[config.mk]
export PLATFORM = sky130hd
export DESIGN_NAME = lightmap_column_height_allocator_unit_flat
export DESIGN_NICKNAME = d
export VERILOG_FILES = /design/src/rtl/lcha_pkg.sv /design/src/rtl/lcha_if.sv /design/src/rtl/lcha_ram.sv /design/src/rtl/lcha_ctrl.sv /design/src/rtl/lcha_dp.sv /design/src/rtl/lightmap_column_height_allocator_unit.sv /design/src/flat_wrapper.sv
export SDC_FILE = /design/constraint.sdc
export NUM_CORES = 2
export LEC_CHECK = 0
export BUFFER_PORTS_ARGS = -buffer_cell sky130_fd_sc_hd__clkbuf_2
export CORE_ASPECT_RATIO = 0.9
export CORE_UTILIZATION = 52
export DETAILED_ROUTE_END_ITERATION = 6
export GPL_TIMING_DRIVEN = 1
export PLACE_DENSITY = 0.67
export SYNTH_ARGS = -nofsm -noshare
export SYNTH_HDL_FRONTEND = slang
export SYNTH_SLANG_ARGS = --single-unit
export TNS_END_PERCENT = 5
[constraint.sdc]
create_clock -name clk -period 10.2 [get_ports clk]
set_clock_uncertainty 0.2 [all_clocks]
set_input_delay 0.51 -clock clk [delete_from_list [all_inputs] [get_ports clk]]
set_output_delay 0.51 -clock clk [all_outputs]
set_load 0.02 [all_outputs]
[src/rtl/lcha_pkg.sv]
// Shared constants and controller/datapath handshake types for the column height allocator.
package lcha_pkg;

  localparam int ATLAS_SIZE_DEF = 256;
  localparam int DIM_W          = 9;
  localparam int CORNER_W       = 8;
  localparam int PAGE_W         = 8;

  localparam logic [PAGE_W-1:0] PAGE_MAX = 8'd255;

  typedef struct packed {
    logic accept;
    logic clr_step;
    logic win;
    logic skip;
    logic acc;
    logic wr_start;
    logic wr_step;
    logic load_out;
  } cmd_t;

  typedef struct packed {
    logic scan_end;
    logic best_zero;
    logic win_done;
    logic hit;
    logic fit;
    logic wr_done;
    logic clr_last;
  } sts_t;

endpackage

[src/rtl/lcha_if.sv]
// Request and result channel interfaces of the column height allocator.
interface lcha_req_if;
  import lcha_pkg::*;

  logic             valid;
  logic             ready;
  logic             mode;
  logic [DIM_W-1:0] rect_width;
  logic [DIM_W-1:0] rect_height;

  modport source (output valid, mode, rect_width, rect_height, input ready);
  modport sink   (input valid, mode, rect_width, rect_height, output ready);
endinterface

interface lcha_rsp_if;
  import lcha_pkg::*;

  logic                valid;
  logic                ready;
  logic                ok;
  logic [CORNER_W-1:0] corner_s;
  logic [CORNER_W-1:0] corner_t;
  logic [PAGE_W-1:0]   page;

  modport source (output valid, ok, corner_s, corner_t, page, input ready);
  modport sink   (input valid, ok, corner_s, corner_t, page, output ready);
endinterface

[src/rtl/lcha_ram.sv]
// Generic single-write, single-read RAM with registered read data.
module lcha_ram #(
  parameter int WIDTH = 9,
  parameter int DEPTH = 256
) (
  input  logic                     clk,
  input  logic                     we,
  input  logic [$clog2(DEPTH)-1:0] waddr,
  input  logic [WIDTH-1:0]         wdata,
  input  logic [$clog2(DEPTH)-1:0] raddr,
  output logic [WIDTH-1:0]         rdata
);

  logic [WIDTH-1:0] mem [DEPTH];
  logic [WIDTH-1:0] rdata_r;

  always_ff @(posedge clk) begin
    if (we) begin
      mem[waddr] <= wdata;
    end
    rdata_r <= mem[raddr];
  end

  assign rdata = rdata_r;

endmodule

[src/rtl/lcha_ctrl.sv]
// Controller state machine that sequences clearing, scanning and raising of columns.
module lcha_ctrl (
  input  logic          clk,
  input  logic          rst_n,
  input  logic          in_valid,
  input  logic          in_mode,
  output logic          in_ready,
  output logic          out_valid,
  input  logic          out_ready,
  input  lcha_pkg::sts_t sts,
  output lcha_pkg::cmd_t cmd
);
  import lcha_pkg::*;

  localparam logic [2:0] S_INIT_CLR = 3'd0;
  localparam logic [2:0] S_IDLE     = 3'd1;
  localparam logic [2:0] S_SCAN     = 3'd2;
  localparam logic [2:0] S_CMP      = 3'd3;
  localparam logic [2:0] S_FIT      = 3'd4;
  localparam logic [2:0] S_WR       = 3'd5;
  localparam logic [2:0] S_DONE     = 3'd6;
  localparam logic [2:0] S_PAGE_CLR = 3'd7;

  logic [2:0] state_r;
  logic [2:0] state_nxt;
  logic       out_valid_r;
  logic       out_valid_nxt;

  always_comb begin
    cmd           = '0;
    state_nxt     = state_r;
    out_valid_nxt = out_valid_r & ~out_ready;
    case (state_r)
      S_INIT_CLR: begin
        cmd.clr_step = 1'b1;
        if (sts.clr_last) begin
          state_nxt = S_IDLE;
        end
      end
      S_IDLE: begin
        if (in_valid) begin
          cmd.accept = 1'b1;
          state_nxt  = in_mode ? S_PAGE_CLR : S_SCAN;
        end
      end
      S_SCAN: begin
        if (sts.scan_end || sts.best_zero) begin
          state_nxt = S_FIT;
        end else if (sts.win_done) begin
          cmd.win = 1'b1;
        end else begin
          state_nxt = S_CMP;
        end
      end
      S_CMP: begin
        if (sts.hit) begin
          cmd.skip = 1'b1;
        end else begin
          cmd.acc = 1'b1;
        end
        state_nxt = S_SCAN;
      end
      S_FIT: begin
        if (sts.fit) begin
          cmd.wr_start = 1'b1;
          state_nxt    = S_WR;
        end else begin
          state_nxt = S_DONE;
        end
      end
      S_WR: begin
        if (sts.wr_done) begin
          state_nxt = S_DONE;
        end else begin
          cmd.wr_step = 1'b1;
        end
      end
      S_DONE: begin
        if (!out_valid_r || out_ready) begin
          cmd.load_out  = 1'b1;
          out_valid_nxt = 1'b1;
          state_nxt     = S_IDLE;
        end
      end
      S_PAGE_CLR: begin
        cmd.clr_step = 1'b1;
        if (sts.clr_last) begin
          state_nxt = S_DONE;
        end
      end
      default: begin
        state_nxt = S_IDLE;
      end
    endcase
  end

  always_ff @(posedge clk) begin
    if (!rst_n) begin
      state_r     <= S_INIT_CLR;
      out_valid_r <= 1'b0;
    end else begin
      state_r     <= state_nxt;
      out_valid_r <= out_valid_nxt;
    end
  end

  assign in_ready  = (state_r == S_IDLE);
  assign out_valid = out_valid_r;

endmodule

[src/rtl/lcha_dp.sv]
// Datapath with the column height memory, scan counters, best window tracking and result register.
module lcha_dp #(
  parameter int ATLAS_SIZE = lcha_pkg::ATLAS_SIZE_DEF
) (
  input  logic                          clk,
  input  logic                          rst_n,
  input  logic                          in_mode,
  input  logic [lcha_pkg::DIM_W-1:0]    in_rect_width,
  input  logic [lcha_pkg::DIM_W-1:0]    in_rect_height,
  input  lcha_pkg::cmd_t                cmd,
  output lcha_pkg::sts_t                sts,
  output logic                          out_ok,
  output logic [lcha_pkg::CORNER_W-1:0] out_corner_s,
  output logic [lcha_pkg::CORNER_W-1:0] out_corner_t,
  output logic [lcha_pkg::PAGE_W-1:0]   out_page
);
  import lcha_pkg::*;

  localparam int AW = $clog2(ATLAS_SIZE);
  localparam int IW = $clog2(ATLAS_SIZE + 1);
  localparam int HW = IW;
  localparam int XW = ((IW > DIM_W) ? IW : DIM_W) + 1;

  logic             mode_r;
  logic [DIM_W-1:0] w_r;
  logic [DIM_W-1:0] h_r;
  logic [IW-1:0]    starts_r;
  logic [IW-1:0]    s_r;
  logic [IW-1:0]    j_r;
  logic [HW-1:0]    top_r;
  logic [HW-1:0]    best_r;
  logic [AW-1:0]    best_s_r;
  logic             found_r;
  logic [IW-1:0]    col_r;
  logic [PAGE_W-1:0] page_r;

  logic                out_ok_r;
  logic [CORNER_W-1:0] out_cs_r;
  logic [CORNER_W-1:0] out_ct_r;
  logic [PAGE_W-1:0]   out_page_r;

  logic [XW-1:0] size_x;
  logic [XW-1:0] w_in_x;
  logic [IW-1:0] starts_calc;
  logic [XW-1:0] raised_x;
  logic [HW-1:0] raised_h;
  logic [IW-1:0] rd_idx;
  logic [HW-1:0] rd_data;
  logic          ram_we;
  logic [HW-1:0] ram_wdata;
  logic          fit;
  logic [XW-1:0] bs_x;
  logic [XW-1:0] bt_x;

  assign size_x      = XW'(ATLAS_SIZE);
  assign w_in_x      = XW'(in_rect_width);
  assign starts_calc = (w_in_x < size_x) ? IW'(size_x - w_in_x) : '0;
  assign raised_x    = XW'(best_r) + XW'(h_r);
  assign raised_h    = HW'(raised_x);
  assign rd_idx      = s_r + j_r;
  assign fit         = found_r && (raised_x <= size_x);
  assign bs_x        = XW'(best_s_r);
  assign bt_x        = XW'(best_r);

  assign ram_we    = cmd.clr_step | cmd.wr_step;
  assign ram_wdata = cmd.clr_step ? '0 : raised_h;

  lcha_ram #(
    .WIDTH (HW),
    .DEPTH (ATLAS_SIZE)
  ) u_height_ram (
    .clk   (clk),
    .we    (ram_we),
    .waddr (col_r[AW-1:0]),
    .wdata (ram_wdata),
    .raddr (rd_idx[AW-1:0]),
    .rdata (rd_data)
  );

  assign sts.scan_end  = (s_r >= starts_r);
  assign sts.best_zero = (best_r == '0);
  assign sts.win_done  = (XW'(j_r) == XW'(w_r));
  assign sts.hit       = (rd_data >= best_r);
  assign sts.fit       = fit;
  assign sts.wr_done   = (XW'(j_r) == XW'(w_r));
  assign sts.clr_last  = (col_r == IW'(ATLAS_SIZE - 1));

  always_ff @(posedge clk) begin
    if (!rst_n) begin
      col_r  <= '0;
      page_r <= '0;
    end else begin
      if (cmd.accept && in_mode) begin
        col_r <= '0;
        if (page_r != PAGE_MAX) begin
          page_r <= page_r + PAGE_W'(1);
        end
      end else if (cmd.wr_start) begin
        col_r <= IW'(best_s_r);
      end else if (cmd.clr_step || cmd.wr_step) begin
        col_r <= col_r + IW'(1);
      end
    end
  end

  always_ff @(posedge clk) begin
    if (cmd.accept) begin
      mode_r   <= in_mode;
      w_r      <= in_rect_width;
      h_r      <= in_rect_height;
      starts_r <= starts_calc;
      s_r      <= '0;
      j_r      <= '0;
      top_r    <= '0;
      best_r   <= HW'(ATLAS_SIZE);
      found_r  <= 1'b0;
    end
    if (cmd.win) begin
      if (top_r < best_r) begin
        best_r   <= top_r;
        best_s_r <= s_r[AW-1:0];
        found_r  <= 1'b1;
      end
      s_r   <= s_r + IW'(1);
      j_r   <= '0;
      top_r <= '0;
    end
    if (cmd.skip) begin
      s_r   <= s_r + j_r + IW'(1);
      j_r   <= '0;
      top_r <= '0;
    end
    if (cmd.acc) begin
      if (rd_data > top_r) begin
        top_r <= rd_data;
      end
      j_r <= j_r + IW'(1);
    end
    if (cmd.wr_start) begin
      j_r <= '0;
    end
    if (cmd.wr_step) begin
      j_r <= j_r + IW'(1);
    end
    if (cmd.load_out) begin
      out_ok_r   <= mode_r | fit;
      out_cs_r   <= (!mode_r && fit) ? bs_x[CORNER_W-1:0] : '0;
      out_ct_r   <= (!mode_r && fit) ? bt_x[CORNER_W-1:0] : '0;
      out_page_r <= page_r;
    end
  end

  assign out_ok       = out_ok_r;
  assign out_corner_s = out_cs_r;
  assign out_corner_t = out_ct_r;
  assign out_page     = out_page_r;

endmodule

[src/rtl/lightmap_column_height_allocator_unit.sv]
// Top level of the lightmap column height allocator.
// The block places rectangles in a square atlas page of ATLAS_SIZE columns by keeping one fill
// height per column in a single-port-write, registered-read memory, and handles one item at a
// time. After reset a clearing pass writes every column to zero with in_ready low. A new-page
// item runs the same pass and then returns its result. An allocate item scans start columns by
// reading one column at a time, then raises the chosen columns at one per cycle. A column at or
// above the lowest height found so far moves the scan past that column, and the scan stops as
// soon as a window of height zero is found, so the number of column reads is close to ATLAS_SIZE
// for typical layouts; a staircase of falling heights can drive it toward the number of start
// columns times rect_width. The result waits in an output register, and the next item is taken
// while that register still holds an earlier result.
module lightmap_column_height_allocator_unit #(
  parameter int ATLAS_SIZE = lcha_pkg::ATLAS_SIZE_DEF
) (
  input logic        clk,
  input logic        rst_n,
  lcha_req_if.sink   in_chan,
  lcha_rsp_if.source out_chan
);
  import lcha_pkg::*;

  cmd_t cmd;
  sts_t sts;

  lcha_ctrl u_ctrl (
    .clk       (clk),
    .rst_n     (rst_n),
    .in_valid  (in_chan.valid),
    .in_mode   (in_chan.mode),
    .in_ready  (in_chan.ready),
    .out_valid (out_chan.valid),
    .out_ready (out_chan.ready),
    .sts       (sts),
    .cmd       (cmd)
  );

  lcha_dp #(
    .ATLAS_SIZE (ATLAS_SIZE)
  ) u_dp (
    .clk            (clk),
    .rst_n          (rst_n),
    .in_mode        (in_chan.mode),
    .in_rect_width  (in_chan.rect_width),
    .in_rect_height (in_chan.rect_height),
    .cmd            (cmd),
    .sts            (sts),
    .out_ok         (out_chan.ok),
    .out_corner_s   (out_chan.corner_s),
    .out_corner_t   (out_chan.corner_t),
    .out_page       (out_chan.page)
  );

endmodule

[src/flat_wrapper.sv]
// flat-port wrapper written by rule: the top's interface ports become plain ports
module lightmap_column_height_allocator_unit_flat import lcha_pkg::*;
#(
  parameter int ATLAS_SIZE = lcha_pkg::ATLAS_SIZE_DEF
)
  (clk, rst_n, in_chan_valid, in_chan_mode, in_chan_rect_width, in_chan_rect_height, in_chan_ready, out_chan_valid, out_chan_ok, out_chan_corner_s, out_chan_corner_t, out_chan_page, out_chan_ready);
  lcha_req_if in_chan_i ();
  lcha_rsp_if out_chan_i ();
  input logic clk;
  input logic rst_n;
  input wire logic [$bits(in_chan_i.valid)-1:0] in_chan_valid;
  input wire logic [$bits(in_chan_i.mode)-1:0] in_chan_mode;
  input wire logic [$bits(in_chan_i.rect_width)-1:0] in_chan_rect_width;
  input wire logic [$bits(in_chan_i.rect_height)-1:0] in_chan_rect_height;
  output wire logic [$bits(in_chan_i.ready)-1:0] in_chan_ready;
  output wire logic [$bits(out_chan_i.valid)-1:0] out_chan_valid;
  output wire logic [$bits(out_chan_i.ok)-1:0] out_chan_ok;
  output wire logic [$bits(out_chan_i.corner_s)-1:0] out_chan_corner_s;
  output wire logic [$bits(out_chan_i.corner_t)-1:0] out_chan_corner_t;
  output wire logic [$bits(out_chan_i.page)-1:0] out_chan_page;
  input wire logic [$bits(out_chan_i.ready)-1:0] out_chan_ready;
  assign in_chan_i.valid = in_chan_valid;
  assign in_chan_i.mode = in_chan_mode;
  assign in_chan_i.rect_width = in_chan_rect_width;
  assign in_chan_i.rect_height = in_chan_rect_height;
  assign in_chan_ready = in_chan_i.ready;
  assign out_chan_valid = out_chan_i.valid;
  assign out_chan_ok = out_chan_i.ok;
  assign out_chan_corner_s = out_chan_i.corner_s;
  assign out_chan_corner_t = out_chan_i.corner_t;
  assign out_chan_page = out_chan_i.page;
  assign out_chan_i.ready = out_chan_ready;
  lightmap_column_height_allocator_unit #(.ATLAS_SIZE(ATLAS_SIZE)) u_core (.clk(clk), .rst_n(rst_n), .in_chan(in_chan_i), .out_chan(out_chan_i));
endmodule
==> results.sh <==
export IMPL_slew_violations=24
export IMPL_die_w_um=456.1
export IMPL_irDropWorstVdd_uv=388.4
export IMPL_cts_tree="built"
export IMPL_synth_main_ff_cell="edfxtp_1"
export IMPL_ios=50
export IMPL_wl_um=225600
export IMPL_num_vias=46350
export IMPL_period_needed_ns=5.417
export IMPL_yosysTopAreaCellShare_pct=74.16
export IMPL_place_gp_congestion=0.8271
export IMPL_synth_seq_cells=2432
export IMPL_die_h_um=410.7
export IMPL_antenna_found_initial=5
export IMPL_dieArea_mm2=0.1873
export IMPL_start_util_pct=52.50
export IMPL_drc=0
export IMPL_setup_worst_path_end="u_core.u_dp.u_height_ram.rdata[0]$_DFF_P_"
export IMPL_status="finished, violations left"
export IMPL_post_drt_wl_per_cell_um=30.83
export IMPL_antenna_left=0
export IMPL_setup_slack_ns=4.783
export IMPL_clockRootBuffer="clkbuf_16"
export IMPL_synthCells=4525
export IMPL_grt_overflow_total=0
export IMPL_largest_register_ffs=2304
export IMPL_core_area_mm2=0.1838
export IMPL_portBuffers=49
export IMPL_hold_ws_ns=0.1434
export IMPL_yosys_area_top_type="edfxtp_1"
export IMPL_r2r_end="u_core.u_dp.u_height_ram.rdata[0]$_DFF_P_"
export IMPL_r2r_cells=10
export IMPL_post_cts_resized=0
export IMPL_clkTransAtPathRegs_ns=0.06
export IMPL_dr_pass1_iters=5
export IMPL_worst_pin_slew_ns=1.514
export IMPL_synth_edf_count=2383
export IMPL_hold_class="in2reg"
export IMPL_crit_required_ns=10.71
export IMPL_timing_rr_start="u_core.u_dp.s_r[0]$_DFFE_PP_"
export IMPL_finalPower_mw=33.06
export IMPL_post_cts_setup_buffer_count=0
export IMPL_rsz0062_at_grt="false"
export IMPL_synthesis_area_mm2=0.09650
export IMPL_cts_sinks=2432
export IMPL_cp_data_arrival_time_ns=5.93
export IMPL_yosys_top_cells_area="edfxtp_1 74%, mux4_2 16%, nor2_1 1.2%"
export IMPL_yosys_warnings=0
export IMPL_track_usage_pct=24.20
export IMPL_grt_pass1_wl_um=325700
export IMPL_synth_nets=4613
export IMPL_powerDensity_mw_per_mm2=307.4
export IMPL_dp_slack_ns=4.884
export IMPL_cts_buffers=229
export IMPL_violations="slew limit"
export IMPL_worstSetupEndpointType="flip-flop"
export IMPL_fin_util_pct=58.51
export IMPL_fin_crit_sh_pct=53.11
export IMPL_layout_cells_most_common="edfxtp_1"
export IMPL_yosysSeqAreaShare_pct=75.17
export IMPL_fp_row_count=149
export IMPL_crit_type="reg2reg"
export IMPL_critPathLaunch="u_core.u_dp.s_r[0]$_DFFE_PP_"
export IMPL_finalHoldViolCount=0
export IMPL_total_leakage_power_nw=34.10
export IMPL_cts_hold_repair_buffers=23
export IMPL_htreeDepth=4
export IMPL_top_register="u_core.u_dp.u_height_ram.mem"
export IMPL_final_cell_mix="2383 x edfxtp_1, 675 x mux4_2, 293 x nor2_1"
export IMPL_synth_area_per_cell_um2=21.33
export IMPL_drive_gt1_share_pct=26.13
export IMPL_grt_pass1_vias=45670
export IMPL_grt_max_degree=237
export IMPL_routed_via_density=6.333
export IMPL_slew_headroom_pct=-0.9359
export IMPL_reg2reg_slack_ns=4.78
export IMPL_max_cap_violations=0
export IMPL_synth_cell_types=82
export IMPL_nets=4796
export IMPL_insertion_delay_ns=0.87
export IMPL_clk_path_buf_depth=3
export IMPL_clock_fmax_ghz=0.1846
export IMPL_drt_iter0_drc=5425
export IMPL_asyncSetResetFlopFracSynth_pct=0
export IMPL_antenna_cells=0
export IMPL_fin_setup_tns_ns=0
export IMPL_dp_hpwl_um=131400
export IMPL_whs_path_depth=6
export IMPL_finalSetupViolations=0
export IMPL_area_growth_pct=11.47
export IMPL_start_kind="flip-flop"
export IMPL_cp_max_fo=84
where the power goes:
part,switching [mW],internal (mW),total (mW)
sequential,0.174,12.9,13.0
combinational,7.13,4.42,11.6
clock,3.68,4.78,8.46
total,11.0,22.1,33.1
logic make-up after synthesis:
kind of cell    after synthesis  synth area share (%)
xor+xnor                     59                0.5355
compound gates              232                 1.743
flops                      2432                 75.17
mux                         796                 17.07
simple gates                639                 3.173
fa+ha+maj                    65                0.8584
buf+inv                     302                 1.448
through the flow:
| step | cells | instance area (µm²) |
|---|---|---|
| final | 7319 | 107600 |
| after detailed placement | 6870 | 99890 |
| after global placement | 6870 | 99890 |
| after floorplan | 4525 | 96500 |
| after global routing | 7319 | 107600 |
| after CTS | 7319 | 107600 |
critical path: stages (launching register included):
cell      delay, ns
edfxtp_1       0.53
ha_4           0.24
fa_4           1.14
buf_12         0.40
buf_4          0.72
mux4_2         0.42
mux4_2         0.49
mux2i_1        0.37
nand2_1        0.24
nand3_1        0.19
nor4_1         0.06
final cells by class:
class                   count  area [µm²]
fillers                 13050       76260
flip-flops and latches   2432       72540
clock inverters           140        1440
clock buffers             286        5996
well taps                2416        3023
inverters                  59       221.5
repair buffers            195        1587
multi-input cells        1791       22750
how the worst min path moves through the flow:
stage,from,to,slack (ns)
floorplan,u_core.u_dp.found_r$_DFF_P_,u_core.u_dp.found_r$_DFF_P_,0.22
CTS,in_chan_valid,u_core.u_ctrl.state_r[2]$_SDFFE_PN0P_,0.05
global placement,u_core.u_dp.found_r$_DFF_P_,u_core.u_dp.found_r$_DFF_P_,0.23
finish,in_chan_valid,u_core.u_ctrl.state_r[2]$_SDFFE_PN0P_,0.14
global route,in_chan_valid,u_core.u_ctrl.state_r[2]$_SDFFE_PN0P_,0.14
detailed placement,u_core.u_dp.found_r$_DFF_P_,u_core.u_dp.found_r$_DFF_P_,0.24
layer usage:
layer  vias up  global-route usage [%]  wire [µm]
li1      19230                       -          -
met1     24760                   35.87      94890
met2      2060                   36.78     105300
met3       301                   5.845      20980
met4         0                   5.493       4484
met5         -                       0          0
cell usage after synthesis (8+ instances only):
master    instances
buf_4            35
o211ai_1          8
mux2_2           47
edfxtp_1       2383
buf_1            11
o21ai_0          42
a211oi_1         54
nand2b_1         11
nor4_1           12
o31ai_1          15
inv_1            58
xor2_1           31
mux2i_1          74
and3_1           18
ha_1             63
clkbuf_1        100
nand4_1          34
nor2b_1          61
nand3_1          74
a21o_1           13
o22ai_1          24
nand2_1          57
buf_2            92
xnor2_1          28
and2_1           21
a22o_1            9
a21oi_1          19
dfxtp_1          49
mux4_2          675
nor3_1           25
nor2_1          300
Power figures use the tool's default switching activity.
